**src/design/npcs_pkg.sv**
```systemverilog
// ----------------------------------------------------------------------------
// npcs_pkg
// Shared types, constants and helpers for the nearest palette color search.
// ----------------------------------------------------------------------------
package npcs_pkg;

    localparam int PALETTE_ENTRIES = 256;

    // front queue between the accepting side and the scan engine
    localparam int QUEUE_DEPTH  = 4;
    localparam int QUEUE_PTR_W  = $clog2(QUEUE_DEPTH);
    localparam int QUEUE_CNT_W  = $clog2(QUEUE_DEPTH + 1);

    localparam int COLOR_W = 8;
    localparam int INDEX_W = 8;
    localparam int DIST_W  = 10;

    localparam logic CMD_WRITE = 1'b0;
    localparam logic CMD_QUERY = 1'b1;

    typedef enum logic {
        OP_WRITE,
        OP_QUERY
    } op_t;

    typedef struct packed {
        op_t                op;
        logic [INDEX_W-1:0] idx;
        logic [COLOR_W-1:0] red;
        logic [COLOR_W-1:0] green;
        logic [COLOR_W-1:0] blue;
    } item_t;

    typedef enum logic [1:0] {
        ST_IDLE,
        ST_SCAN,
        ST_FINISH
    } state_t;

    typedef struct packed {
        logic idle;
        logic finishing;
    } back_status_t;

    function automatic logic [COLOR_W-1:0] abs_diff(
        input logic [COLOR_W-1:0] a,
        input logic [COLOR_W-1:0] b
    );
        return (a > b) ? (a - b) : (b - a);
    endfunction

endpackage

```
**src/design/npcs_front.sv**
```systemverilog
// ----------------------------------------------------------------------------
// npcs_front
// Accepts input transactions, drops out-of-range writes and queues the rest.
// ----------------------------------------------------------------------------
module npcs_front #(
    parameter int PALETTE_ENTRIES = npcs_pkg::PALETTE_ENTRIES
) (
    input  logic                          aclk,
    input  logic                          aresetn,
    input  logic                          s_valid,
    output logic                          s_ready,
    input  logic                          s_command,
    input  logic [npcs_pkg::INDEX_W-1:0]  s_entry_index,
    input  logic [npcs_pkg::COLOR_W-1:0]  s_red,
    input  logic [npcs_pkg::COLOR_W-1:0]  s_green,
    input  logic [npcs_pkg::COLOR_W-1:0]  s_blue,
    output logic                          q_valid,
    output npcs_pkg::item_t               q_item,
    input  logic                          q_pop
);

    localparam logic [npcs_pkg::INDEX_W:0] ENTRY_LIMIT = (npcs_pkg::INDEX_W + 1)'(PALETTE_ENTRIES);

    npcs_pkg::item_t                    q_mem_reg [npcs_pkg::QUEUE_DEPTH];
    logic [npcs_pkg::QUEUE_PTR_W-1:0]   wr_ptr_reg, wr_ptr_next;
    logic [npcs_pkg::QUEUE_PTR_W-1:0]   rd_ptr_reg, rd_ptr_next;
    logic [npcs_pkg::QUEUE_CNT_W-1:0]   count_reg, count_next;

    npcs_pkg::item_t in_item;
    logic            in_keep;
    logic            push;
    logic            pop;

    always_comb begin
        in_item.op    = (s_command == npcs_pkg::CMD_QUERY) ? npcs_pkg::OP_QUERY
                                                           : npcs_pkg::OP_WRITE;
        in_item.idx   = s_entry_index;
        in_item.red   = s_red;
        in_item.green = s_green;
        in_item.blue  = s_blue;
        // writes past the end of the palette are taken and thrown away
        in_keep = (s_command == npcs_pkg::CMD_QUERY) ||
                  ({1'b0, s_entry_index} < ENTRY_LIMIT);
    end

    assign s_ready = (count_reg != npcs_pkg::QUEUE_CNT_W'(npcs_pkg::QUEUE_DEPTH));
    assign q_valid = (count_reg != '0);
    assign q_item  = q_mem_reg[rd_ptr_reg];
    assign push    = s_valid && s_ready && in_keep;
    assign pop     = q_pop && q_valid;

    always_comb begin
        wr_ptr_next = wr_ptr_reg;
        rd_ptr_next = rd_ptr_reg;
        count_next  = count_reg;
        if (push) begin
            wr_ptr_next = (wr_ptr_reg == npcs_pkg::QUEUE_PTR_W'(npcs_pkg::QUEUE_DEPTH - 1))
                        ? '0 : wr_ptr_reg + 1'b1;
        end
        if (pop) begin
            rd_ptr_next = (rd_ptr_reg == npcs_pkg::QUEUE_PTR_W'(npcs_pkg::QUEUE_DEPTH - 1))
                        ? '0 : rd_ptr_reg + 1'b1;
        end
        if (push && !pop) begin
            count_next = count_reg + 1'b1;
        end else if (pop && !push) begin
            count_next = count_reg - 1'b1;
        end
    end

    always_ff @(posedge aclk) begin
        if (!aresetn) begin
            wr_ptr_reg <= '0;
            rd_ptr_reg <= '0;
            count_reg  <= '0;
        end else begin
            wr_ptr_reg <= wr_ptr_next;
            rd_ptr_reg <= rd_ptr_next;
            count_reg  <= count_next;
        end
    end

    always_ff @(posedge aclk) begin
        if (push) begin
            q_mem_reg[wr_ptr_reg] <= in_item;
        end
    end

endmodule

```
**config.mk**
```make
export PLATFORM = sky130hd
export DESIGN_NAME = npcs_front
export DESIGN_NICKNAME = d
export VERILOG_FILES = /design/src/design/npcs_pkg.sv /design/src/design/npcs_front.sv
export SDC_FILE = /design/constraint.sdc
export NUM_CORES = 1
export LEC_CHECK = 0
export BUFFER_PORTS_ARGS = -buffer_cell sky130_fd_sc_hd__buf_2
export CAP_MARGIN = 20
export CELL_PAD_IN_SITES_DETAIL_PLACEMENT = 0
export CELL_PAD_IN_SITES_GLOBAL_PLACEMENT = 1
export CORE_ASPECT_RATIO = 2
export CORE_MARGIN = 5
export CORE_UTILIZATION = 45
export DETAILED_ROUTE_END_ITERATION = 10
export GPL_ROUTABILITY_DRIVEN = 0
export HOLD_SLACK_MARGIN = 0.06
export PLACE_DENSITY = 0.86
export SLEW_MARGIN = 5
export SYNTH_ARGS = -nofsm -noshare
export SYNTH_HDL_FRONTEND = slang
export SYNTH_SLANG_ARGS = --single-unit
```
**constraint.sdc**
```tcl
create_clock -name aclk -period 2.2 [get_ports aclk]
set_input_delay 0.33 -clock aclk [delete_from_list [all_inputs] [get_ports aclk]]
set_output_delay 0.33 -clock aclk [all_outputs]
set_load 0.02 [all_outputs]
```
### Word level (Yosys, flattened, before mapping)

Memory sizes are Yosys's and may differ from the RTL's. A register that Yosys moved wholly into a read port is not among the register bits.
Cells that the tools add are included.

| storage, ports and cells | value |
|---|---|
| bits in registers | 7 |
| latch bits | 0 |
| RAM bits | 132 |
| ROM bits | 0 |
| input port bits | 37 |
| output and inout bits | 35 |
| word-level logic and storage cells | 28 |
| memories kept | 1 |

Memory list:

| memory | words | bits a word | read ports | clocked after memory_dff | wr ports | line | source |
|---|---|---|---|---|---|---|---|
| q_mem_reg | 4 | 33 | 1 | 1 | 1 | npcs_front.sv:24 | `npcs_pkg::item_t q_mem_reg [npcs_pkg::QUEUE_DEPTH];` |

| cells by class | value |
|---|---|
| add/sub/neg operators | 4 |
| multiply operators | 0 |
| div/mod/pow operators | 0 |
| order comparisons | 0 |
| equality and inequality tests | 3 |
| shifts and indexed selects | 0 |
| mux-type cells | 9 |
| bitwise logic cells | 0 |
| reductions and logical operators | 8 |

Operator list:

| operator | number |
|---|---|
| 2-bit two-way mux | 4 |
| 3-bit two-way mux | 2 |
| 2-bit by 1-bit adder with 2-bit output, second input constant | 2 |
| 2-bit equality test, second input constant | 2 |
| 1-bit logical AND | 4 |
| 3-bit by 1-bit adder with 3-bit output, second input constant | 1 |
| 1-bit two-way mux | 3 |
| 3-bit inequality test, second input constant | 1 |
| 3-bit nonzero test | 1 |
| 3-bit by 1-bit subtractor with 3-bit output, second input constant | 1 |
| 1-bit zero test | 2 |
| 2-bit nonzero test | 1 |

### Depth between registers and ports, before layout

Gate-level depths: netlist (run 1).

| logic depth | value |
|---|---|
| word-level depth | 6 |
| mapped depth | 9 |
| mapped depth without buffers | 8 |

### Least setup slack after synthesis (run 1)

OpenSTA, ideal clock, no wires.

| timing path | value |
|---|---|
| path kind | register to register |
| start | register count_reg[0] (netlist bit) |
| end | register count_reg[2] (netlist bit) |
| library setup time | 0.076 ns |
| data arrival time | 2.128 ns |
| required time | 2.124 ns |
| path slack | -0.004 ns |
| cell stages (with the launch flop) | 8 |
| path buffers | 0 |
| clock period less this slack | 2.204 ns |
| cell sequence | dfxtp_1 > o31ai_1 > ha_1 > inv_1 > fa_1 > xor2_1 > or3_2 > a21boi_0 |

| on the way | value |
|---|---|
| word-level cells in the longest chain between the ends | 5 |
| elaborated cells on any way between the ends | 13 |
| those cells by class | 2 x add/sub; 1 x eq/ne; 2 x mux; 8 x reduce/logical |

Ends and longest elaborated chain:

| what | line | source |
|---|---|---|
| start, declared | npcs_front.sv:27 | `logic [npcs_pkg::QUEUE_CNT_W-1:0] count_reg, count_next;` |
| start signal, assigned | npcs_front.sv:79 | `count_reg <= count_next;` |
| parallel branches: the longest is 5 deep, another holds 3-bit by 1-bit subtractor with 3-bit output | n/a |  |

Parallel ways; which one is timed is not known. The select of a mux whose other input is x is not followed.
A chain may end at the register's enable or synchronous reset.

### Worst setup path in the final report (run 1)

| timing path | value |
|---|---|
| start | register count_reg[2] (netlist bit) |
| end | register count_reg[2] (netlist bit) |

| on the way | value |
|---|---|
| word-level cells in the longest chain between the ends | 5 |
| elaborated cells on any way between the ends | 13 |
| those cells by class | 2 x add/sub; 1 x eq/ne; 2 x mux; 8 x reduce/logical |

Ends and longest elaborated chain:

| what | line | source |
|---|---|---|
| 3-bit inequality test (*) | npcs_front.sv:46 | `assign s_ready = (count_reg != npcs_pkg::QUEUE_CNT_W'(npcs_pkg::QUEUE_DEPTH));` |
| 1-bit logical AND (*) | npcs_front.sv:49 | `assign push = s_valid && s_ready && in_keep;` |
| net push | npcs_front.sv:31 | `logic push;` |
| 1-bit zero test | npcs_front.sv:66 | `end else if (pop && !push) begin` |
| 1-bit logical AND | npcs_front.sv:66 |  |
| 2-bit nonzero test (no line) | n/a |  |

The timed path passes the listed nets; every way through them passes the cells marked *. The select of a mux whose other input is x is not followed.

==> metrics, run 1 <==
Clock Power Share 0.341; Setup WS post-layout 99.71 ps; Hold Crit Class input pin to flop; syn nets 268; Seq/Total Area, Yosys 0.7901; Rows 55; Starting Density 0.4619; syn avg cell area between 20 and 25 um^2; CTS tree done; post-CTS repair timing setup buffer count 0; most common cell after layout, fill and taps aside edfxtp_1; dpl ws 18.50 ps; GRT Resource Usage Total 0.1391; post-route ant nets 0; 1st-pass router iterations 4; top post-synthesis cells by area edfxtp_1 76%, mux4_2 14%, dfxtp_1 3.4%; port buffer count 71; share of cells above drive strength 1 0.4877; Final period util 0.9547; status complete, no violations; Post-Synthesis Cells 224; first-pass GRT wire length 14200 um; total number of vias 2432; height of the die 162.7 um; Max VDD drop 0.0008874 V; Final setup viols 0; kind of critical path flop to flop; # IOs 72; clk sinks 141; internal power between 5 and 6 mW; CTS hold repair buffers 0; Yosys top cell by area edfxtp_1; max FFs per register 132; largest net degree at the start of global routing 34; sw frac 0.2865; CTS buffer count 17; CTS root buf clkbuf_16; Critical Path Start Type flop; top cell type's share of synthesized area 0.7557; Detailed Place HPWL 5593 um; clk_lat worst skew 410 ps; Initial DRC Count 177; setup TNS 0 ps; worst-margin pin slew 885.5 ps; Die W ~86 um; die area around 0.014 mm^2; synthesized area 0.005245 mm^2; fin. max-slew vios 0; CP arrival approximately 2400 ps; # DRC 0; via/cell ratio between 5 and 6; leakage power 2.205 nW; vias in the first global route 2739; WL final 8859 um; FMAX 476.1 MHz; Netlist cell types 28; core area 0.01135 mm^2; total congestion overflow 0; Final Hold Fails 0; min Tclk post-route 2100 ps; CTS clock-pin slew for the worst setup and hold paths 60 ps; #FFs+latches synth about 140; yosys warns 0; Seq pwr share 0.424; CP endpoint kind flop; initial antenna violation count 0; fin nets around 360; max_cap viols 0; Hold Slack 131.9 ps; deepest clock path buffer count 2; Slew Limit Headroom 0.4097; diode count 0; H-tree depth 4; combinational group share of total power 0.235; most frequent cells in the layout 132 x edfxtp_1, 71 x buf_2, 33 x mux4_2; NetSw 2.286 mW; Crit Path Max Fanout 5; WP data required 2530 ps; skew final 6.775 ps; routed length per placed instance about 19 um; cell area power density about 1200 mW/mm^2; total chip power 7.981 mW; fillers 861; Area growth syn-to-layout 22.11%
==> cells by family after synthesis <==
| family | after synthesis | share of synthesized area |
|---|---|---|
| muxes | 35 | 0.1455 |
| and+or+nand+nor | 20 | 0.02243 |
| DFF | 141 | 0.7901 |
| AOI/OAI and AO/OA | 6 | 0.006679 |
| xor gates and xnor gates | 2 | 0.003340 |
| buffers and inverters | 13 | 0.01383 |
| adders and majority gates | 7 | 0.01813 |
==> area by class of cell <==
class                           instances  area (um^2)  area share
Clock inverter                         15        153.9     0.02403
Sequential cell                       141         4153      0.6484
Clock buffer                           17        425.4     0.06642
Multi-Input combinational cell         70         1045      0.1631
Timing Repair Buffer                   80        439.2     0.06857
Tap cell                              142        177.7     0.02774
Inverter                                3        11.26    0.001758
==> power groups by stage <==
stage / logic [mW] / clock network (mW) / registers (mW)
after global routing: 2.02 / 2.92 / 3.41
final: 1.87 / 2.72 / 3.38
after global placement: 1.87 / 0 / 3.40
after floorplan: 1.31 / 0 / 3.39
after CTS: 1.91 / 2.78 / 3.37
after detailed placement: 1.90 / 0 / 3.43
==> synth_stat cells, drive strengths merged <==
library cell / number
buf: 9
dfxtp: 9
fa: 1
o21ai: 4
xnor2: 1
nor2b: 1
nand2: 5
edfxtp: 132
nor2: 2
and3: 4
nand3: 2
a21boi: 1
mux4: 33
clkbuf: 1
ha: 6
or3: 2
o31ai: 1
xor2: 1
mux2i: 2
and2: 2
inv: 3
nand4: 1
or3b: 1
==> worst paths after layout <==
path	startpoint	to	slack, ps	depth (start not counted)
worst max-delay path	count_reg[2]	count_reg[2]	100	8
worst min-delay path	s_red[1]	q_mem_reg[3][17]	130	1
worst max register to register	count_reg[2]	count_reg[2]	100	8
worst min register to register	wr_ptr_reg[1]	wr_ptr_reg[1]	500	2
==> metrics by stage <==
| step | instance area [um^2] | instances | utilization |
|---|---|---|---|
| after CTS | 6385 | 468 | 0.5623 |
| after global placement | 5804 | 436 | 0.5112 |
| after detailed placement | 5804 | 436 | 0.5112 |
| after floorplan | 5250 | 224 | - |
| after global routing | 6405 | 468 | 0.5641 |
| final | 6405 | 468 | 0.5641 |
==> per-layer routing <==
layer | up-vias | part of all wire | track usage
met5 | - | 0 | 0
li1 | 1117 | - | -
met4 | 0 | 0.017 | 0.06383
met1 | 1248 | 0.36 | 0.1447
met2 | 58 | 0.57 | 0.2434
met3 | 9 | 0.058 | 0.05215
==> worst max-delay path, stage by stage, from the launching register on <==
cell	delay (ps)
dfxtp_2	340
or3b_1	190
and2_4	150
ha_2	180
inv_1	50
fa_1	380
xor2_1	190
or3_2	410
a21boi_1	140
==> timing repair <==
action / in CTS / in global routing
hold endpoints to repair: 0 / 0
setup endpoints to repair: 1 / 2
gates resized for setup: 1 / 7
pin swaps: 0 / 1
(Power assumes the default switching activity.)
==> run 2: changes to the inputs <==
--- a/config.mk
+++ b/config.mk
@@ -15,7 +15,7 @@
 export DETAILED_ROUTE_END_ITERATION = 10
 export GPL_ROUTABILITY_DRIVEN = 0
 export HOLD_SLACK_MARGIN = 0.06
-export PLACE_DENSITY = 0.86
+export PLACE_DENSITY = 0.76
 export SLEW_MARGIN = 5
 export SYNTH_ARGS = -nofsm -noshare
 export SYNTH_HDL_FRONTEND = slang
==> metrics, run 2 (synthesis gave the netlist of run 1 again) <==
fillers 859; Rows 55; Area growth syn-to-layout 22.28%; FMAX between 400 and 500 MHz; cell area power density 1259 mW/mm^2; Non-Filler Instances 465; max_cap viols 0; r2r startpoint count_reg[1]; CTS tree done; crit path cell chain buf_12 -> mux4_2 -> buf_2; Critical Path Start Type flop; reg-to-reg slack, setup between 100 and 150 ps; setup TNS 0 ps; Inst Count DP 433; WP data required 1870 ps; Detailed Place HPWL 5653 um; min Tclk post-route roughly 2100 ps; post-route ant nets 0; core area 0.01135 mm^2; Hold Crit Class input pin to flop; deepest clock path buffer count 2; status complete, no violations; Final setup viols 0; r2r endpoint count_reg[2]; Max VDD drop 0.0009846 V; via/cell ratio 5.196; # DRC 0; clk_lat worst skew 410 ps; H-tree depth 4; total chip power around 8.1 mW; register area 0.004154 mm^2; clk sinks ~140; total number of vias around 2400; initial antenna violation count 1; area of the multi-input gates approximately 0.0010 mm^2; CTS clock-pin slew for the worst setup and hold paths about 60 ps; Worst path slowest cell mux4_2; fin. max-slew vios 0; CP endpoint kind output pin; Crit Path Max Fanout 14; max FFs per register between 100 and 150; vias in the first global route 2720; die area 0.01405 mm^2; 1st-pass router iterations 4; most common cell after layout, fill and taps aside edfxtp_1; Slew Limit Headroom 0.4108; CP max stage delay between 500 and 600 ps; routed length per placed instance slightly below 20 um; CTS hold repair buffers 0; Final period util 0.9519; CP arrival 1760 ps; skew final between 5 and 6 ps; Starting Density 0.4619; Initial DRC Count 88; largest net degree at the start of global routing 34; worst-margin pin slew 883.8 ps; cells on worst reg2reg path 8; # IOs 72; GRT Resource Usage Total 0.1389; most frequent cells in the layout 132 x edfxtp_1, 71 x buf_2, 33 x mux4_2; leakage power approximately 2.2 nW; Die W 86.34 um; fin nets 354; CTS buffer count 17; share of cells above drive strength 1 0.4720; total congestion overflow 0; port buffer count 71; first-pass GRT wire length between 10000 and 15000 um; Setup crit end q_item[26]; WL final 8931 um; RSZ-0062 raised after global routing no; CTS root buf clkbuf_16; kind of critical path flop to output pin; Final Hold Fails 0; height of the die 162.7 um; Hold Slack 133.3 ps
## run 2: how the worst min path moves through the flow
| stage | from | endpoint | slack, ps | cells past startpoint |
|---|---|---|---|---|
| final | s_entry_index[6] | q_mem_reg[3][30] | 130 | 1 |
| after CTS | s_entry_index[6] | q_mem_reg[3][30] | 120 | 1 |
| after floorplan | s_blue[0] | q_mem_reg[0][0] | 430 | 0 |
| after detailed placement | wr_ptr_reg[1] | wr_ptr_reg[1] | 510 | 2 |
| after global placement | rd_ptr_reg[1] | flop | 500 | 2 |
| after global routing | s_entry_index[7] | q_mem_reg[0][31] | 120 | 1 |
## run 2: cell type report
| cell class | count | share of cell area |
|---|---|---|
| clock inverters | 13 | 0.02614 |
| clock buffers | 18 | 0.06691 |
| inverters | 3 | 0.001756 |
| repair buffers | 77 | 0.06828 |
| diodes | 1 | 0.0003902 |
| well taps | 142 | 0.02770 |
| flip-flops and latches | 141 | 0.6477 |
| multi-input cells | 70 | 0.1611 |
## run 2: repair_timing
| item | in CTS | in global routing |
|---|---|---|
| pin swaps | 0 | 1 |
| setup buffers | 0 | 0 |
| gates resized for setup | 2 | 3 |
| hold endpoints to repair | 0 | 0 |
| endpoints found under the setup margin | 6 | 1 |
## run 2: through the flow
step,utilization,instance area [um^2],setup slack [ps]
finish,0.5648,6414,105.7
global route,0.5648,6414,1.371
CTS,0.5643,6407,23.88
detailed placement,0.5114,5807,5.227
global placement,0.5114,5807,91.40
floorplan,-,5250,10.30
## run 2: per-layer routing
metal | vias to the layer above | wire length [um] | global-route usage
li1 | 1103 | - | -
met2 | 54 | 5117 | 0.2416
met4 | 0 | 178 | 0.06667
met5 | - | 0 | 0
met3 | 17 | 395 | 0.04456
met1 | 1242 | 3239 | 0.1496
## run 2: worst max-delay path, delay by kind of cell (launching register included)
family | cells | cell delay [ps]
multiplexers | 1 | 530
flip-flops | 1 | 440
buffers and inverters | 2 | 380
## run 2: power by group
group / switching [mW] / total, mW / internal (mW)
Sequential: 0.139 / 3.42 / 3.28
Clock: 1.05 / 2.83 / 1.78
Combinational: 1.00 / 1.82 / 0.819
